**src/design/tmq_ram.sv**
```systemverilog
// Generic single-write, single-read RAM with registered read data.
module tmq_ram #(
   parameter int WIDTH = 48,
   parameter int DEPTH = 16
) (
   input  logic                     clock,
   input  logic                     wr_en,
   input  logic [$clog2(DEPTH)-1:0] wr_addr,
   input  logic [WIDTH-1:0]         wr_data,
   input  logic                     rd_en,
   input  logic [$clog2(DEPTH)-1:0] rd_addr,
   output logic [WIDTH-1:0]         rd_data
);

   logic [WIDTH-1:0] mem_ff [DEPTH];
   logic [WIDTH-1:0] rd_data_ff;

   always_ff @(posedge clock) begin
      if (wr_en) begin
         mem_ff[wr_addr] <= wr_data;
      end
      if (rd_en) begin
         rd_data_ff <= mem_ff[rd_addr];
      end
   end

   assign rd_data = rd_data_ff;

endmodule

```
**config.mk**
```make
export PLATFORM = sky130hd
export DESIGN_NAME = tmq_ram
export DESIGN_NICKNAME = d
export VERILOG_FILES = /design/src/design/tmq_ram.sv
export SDC_FILE = /design/constraint.sdc
export NUM_CORES = 1
export LEC_CHECK = 0
export ABC_AREA = 1
export BUFFER_PORTS_ARGS = -buffer_cell sky130_fd_sc_hd__buf_2
export CELL_PAD_IN_SITES_DETAIL_PLACEMENT = 2
export CELL_PAD_IN_SITES_GLOBAL_PLACEMENT = 2
export CORE_UTILIZATION = 25
export CTS_CLUSTER_SIZE = 25
export DETAILED_ROUTE_END_ITERATION = 16
export GPL_ROUTABILITY_DRIVEN = 0
export PLACE_DENSITY = 0.61
export SLEW_MARGIN = 10
export SYNTH_ARGS = -nofsm -noshare
export SYNTH_HDL_FRONTEND = slang
export SYNTH_SLANG_ARGS = --single-unit
```
**constraint.sdc**
```tcl
create_clock -name clock -period 4.3 [get_ports clock]
set_input_delay 1.29 -clock clock [delete_from_list [all_inputs] [get_ports clock]]
set_output_delay 1.29 -clock clock [all_outputs]
set_load 0.01 [all_outputs]
```
After elaboration in Yosys (flattened, before gate mapping)
Memories as Yosys holds them, arrays and structs flattened. A register that Yosys moved wholly into a read port is not among the register bits.
Index checks and enable logic that the tools add are counted.
Word-level totals
  logic and storage cells: 3
  register bits: 0
  latch bits: 0
  output and inout port bits: 48
  memory bits (writable): 768
  memory bits (read-only): 0
  memories: 1
  input port bits: 59
Memories
  mem_ff: depth 16, bits a word 48, rd ports 1, clocked after Yosys merged registers in 1, wr ports 1, RTL line 15  | logic [WIDTH-1:0] mem_ff [DEPTH];
Operators by class
  reduce and logical (&&, ||, !) cells: 0
  $mul: 0
  eq/ne operators: 0
  bitwise logic cells: 0
  shift operators: 0
  add/subtract/negate cells: 0
  $lt $le $gt $ge: 0
  muxes and demuxes: 2
  divide/modulo/power cells: 0
Operators with widths (number)
  $mux 1: 2

Logic depth before layout (Yosys ltp)
  depth after elaboration: 2
  mapped depth: 10
  gate-level depth less buffers: 7

Worst setup path before layout
No wires, ideal clock.
  kind: in2reg
  start: in wr_addr[2]
  end: mem mem_ff[10][0], enable pin
  buffers on the path: 0
  setup time: 0.454 ns
  data arrival time: 3.522 ns
  cell stages on the path: 2
  path slack: 0.324 ns
  data required time: 3.846 ns
  cells stage by stage: nand3b_1 nor2_1
RTL lines
  start, declared: RTL line 8  | input logic [$clog2(DEPTH)-1:0] wr_addr,
  end, declared: RTL line 15
Straight into the memory's write port.

Worst setup path in the final report
  start: reg rd_data_ff[5], in the netlist rd_data[5] (read register of mem_ff)
  end: out rd_data[5]
RTL lines
  start, declared: RTL line 16  | logic [WIDTH-1:0] rd_data_ff;
  end, declared: RTL line 12  | output logic [WIDTH-1:0] rd_data
No word-level cell between the ends.

==> parameters.txt <==
Parameter                              Value

Run status
  Run status    completed

STA
  F_max    approximately 370 MHz
  Max-Slew Margin vs Limit    ~44%
  Worst Tran Pin Value    around 840 ps
  Worst clock skew on the final layout    approximately 26 ps
  Max-slew violation total from the final report    0
  Total setup violations reported at the end of the flow    0
  RSZ-0062 raised after global routing    no
  Hold slack final    between 700 and 800 ps
  Count of endpoints failing hold in the final timing report    0
  Setup TNS    0 ps
  Ratio of final minimum period to clock period    a little over three fifths
  Post-layout min period    ~2700 ps

Clocking
  CTS Buf Count    90
  CTS tree    done
  Post-cts resize count    0
  Worst-Skew Late Latency    690 ps
  CTS sink count    roughly 820
  Clk slew on worst S/H paths    60 ps
  Buffer type at the clock tree root    sky130_fd_sc_hd__clkbuf_16
  Hold buffer count at CTS    0
  Max Buffers Root-to-Sink    3
  H-Tree Level Count    3
  Post-CTS Setup Repair Bufs    0

Setup path
  Family with the most delay on the worst path    flip-flops
  Worst path bufs/invs    1
  Signal arrival time at the worst endpoint    about 1400 ps
  Slowest-stage cell, CP    sky130_fd_sc_hd__edfxtp_1
  Stage delay of the slowest cell on the critical path    between 500 and 600 ps
  Data required time at the worst endpoint    between 3000 and 4000 ps
  Startpoint types    flop
  Maximum net fanout on the critical path    1
  Category of the most critical setup path    reg2out
  Kind of end point of the critical path    output pin
  Worst-path cell chain    buf_2

Route
  First DRT Iteration DRCs    1188
  DR pass1 iterations    5
  Antenna-violating nets left    0
  Number of remaining DRC errors    0
  Detail-routed net length per standard cell    ~21 µm
  Total via count after detailed routing    between 20000 and 25000
  Post-Route WL    109800 µm
  Vias/cell    4.484

Synthesis
  Leading register cell type out of synthesis    sky130_fd_sc_hd__edfxtp_1
  Yosys warnings    0
  Post-synthesis sequential area ratio    between 70% and 80%
  Most frequent cells after synthesis    sky130_fd_sc_hd__nand2_1, sky130_fd_sc_hd__edfxtp_1, sky130_fd_sc_hd__inv_1, sky130_fd_sc_hd__nand3_1, sky130_fd_sc_hd__buf_2
  Synth top area share    a little under three quarters
  Mean instance size in the synthesized netlist    10.89 µm²
  Leading area contributor after synthesis    sky130_fd_sc_hd__edfxtp_1
  Share of synthesized flip-flops with an asynchronous set or reset    0%
  Number of storage elements in the synthesis netlist    816
  Synthesized net count    3224
  Total standard cell area after synthesis    between 30000 and 40000 µm²
  EDFF count, synth    816
  Most frequent cell after synthesis    sky130_fd_sc_hd__nand2_1
  Post-synthesis cell count    3165
  Distinct cell type count after synthesis    14
  Largest cells by area after synthesis    sky130_fd_sc_hd__edfxtp_1, sky130_fd_sc_hd__nand2_1, sky130_fd_sc_hd__nand3_1

Die
  Effective utilization at floorplan    approximately a quarter
  Number of placement rows    roughly 140
  Core region area    ~140000 µm²
  Die outline height    373.3 µm
  Ports placed on the boundary    ~110
  Die span in x    373.3 µm
  Die ar.    around 140000 µm²

Finish
  Fill cell count    14760
  Nets    ~3300
  Final instance count without filler cells    around 5000
  Area growth from synthesis to layout    15.50%
  Layout cells sized above 1    just under 9%

Power and ir drop
  Ratio of total power to cell area    roughly 440 nW/µm²
  Clk pwr share    a little over two fifths
  Net switching power    between 4000 and 5000 µW
  Part of the power in combinational logic    under 10%
  Part of the total power dissipated in sequential elements    52.0%
  Pint    about 13000 µW
  Switching power as a share of total power    between 20% and 30%
  Worst voltage drop across the vdd grid    between 0.2 and 0.3 mV
  P_leak    0.01633 µW
  Final Total Pwr    approximately 17000 µW

GRT
  Antenna violations before repair    16
  First-pass GRT wire length    roughly 160000 µm
  Number of global-route vias before repair    approximately 25000
  GRT Resource Usage Total    15.74%
  GRT overflow    0
  Largest net degree at the start of global routing    142

Place
  Placed cell count    roughly 5000
  Port buffer count    ~110
  HPWL Detailed    around 55000 µm

Job
  Max capacitance violation total    0

Hold path
  Worst hold path class    reg2reg
-- registers in the layout, indices dropped and copies added (netlist names) --
register	count
rd_data	48
mem_ff	768
-- kinds of logic after synthesis --
logic type / count (synthesis) / synth area share [%]
AND/OR/NAND/NOR: 1609 / 19.64
flip-flops: 816 / 71.09
buffers and inverters: 740 / 9.274
-- cell usage in the layout (no fill, tap or decap) --
| cell type | netlist | layout |
|---|---|---|
| sky130_fd_sc_hd__buf_12 | 0 | 27 |
| sky130_fd_sc_hd__buf_2 | 78 | 101 |
| sky130_fd_sc_hd__buf_4 | 12 | 26 |
| sky130_fd_sc_hd__buf_6 | 35 | 1 |
| sky130_fd_sc_hd__buf_8 | 1 | 1 |
| sky130_fd_sc_hd__bufinv_16 | 0 | 2 |
| sky130_fd_sc_hd__clkbuf_1 | 25 | 23 |
| sky130_fd_sc_hd__clkbuf_16 | 0 | 92 |
| sky130_fd_sc_hd__clkbuf_8 | 0 | 1 |
| sky130_fd_sc_hd__clkinv_1 | 0 | 24 |
| sky130_fd_sc_hd__clkinv_16 | 0 | 1 |
| sky130_fd_sc_hd__clkinv_2 | 0 | 17 |
| sky130_fd_sc_hd__clkinv_8 | 0 | 1 |
| sky130_fd_sc_hd__diode_2 | 0 | 5 |
| sky130_fd_sc_hd__edfxtp_1 | 816 | 816 |
| sky130_fd_sc_hd__inv_1 | 580 | 578 |
| sky130_fd_sc_hd__inv_16 | 0 | 1 |
| sky130_fd_sc_hd__inv_6 | 0 | 3 |
| sky130_fd_sc_hd__inv_8 | 0 | 1 |
| sky130_fd_sc_hd__nand2_1 | 1013 | 1013 |
| sky130_fd_sc_hd__nand3_1 | 577 | 577 |
| sky130_fd_sc_hd__nand3b_1 | 2 | 2 |
| sky130_fd_sc_hd__nor2_1 | 17 | 1 |
| sky130_fd_sc_hd__nor2_4 | 0 | 16 |
-- metrics by stage --
stage,util [%],cell area [µm²],setup WS (ps)
global placement,27.26,37110,1037
detailed placement,27.26,37110,1006
global route,29.24,39800,1554
floorplan,-,34470,324.2
CTS,29.23,39800,1531
finish,29.24,39810,1584
-- power groups by stage --
stage               logic, µW  registers [µW]  clock network, µW
floorplan                 599            9190                  0
global placement         1090            9200                  0
detailed placement       1110            9210                  0
CTS                      1120            9040               7470
global route             1210            9050               7750
finish                   1080            9030               7270
-- worst paths after layout --
check             cells past startpoint                      from  slack, ps                     to
setup / recovery                      1      rd_data[5]$_DFFE_PP_       1580             rd_data[5]
hold / removal                        6  mem_ff[10][45]$_DFFE_PP_        720  rd_data[45]$_DFFE_PP_
setup reg to reg                      6   mem_ff[7][10]$_DFFE_PP_       3080  rd_data[10]$_DFFE_PP_
hold reg to reg                       6  mem_ff[10][45]$_DFFE_PP_        720  rd_data[45]$_DFFE_PP_
-- layer usage --
metal / part of all wire [%] / track usage, % / up-vias
li1: - / - / 10470
met1: 44 / 19.67 / 11990
met2: 51 / 28.01 / 318
met3: 3.4 / 2.237 / 136
met4: 2.2 / 4.604 / 12
met5: 0.084 / 0 / -
-- layout make-up --
cell class / instances / area [µm²] / share of cell area (%)
Multi-Input combinational cell: 1609 / 6889 / 17.30
Sequential cell: 816 / 24500 / 61.55
Tap cell: 1781 / 2228 / 5.597
Inverter: 582 / 2211 / 5.553
Antenna cell: 5 / 12.51 / 0.03143
Clock inverter: 46 / 297.8 / 0.7480
Clock buffer: 115 / 2389 / 6.000
Timing Repair Buffer: 157 / 1281 / 3.218
Power figures use the tool's default switching activity.
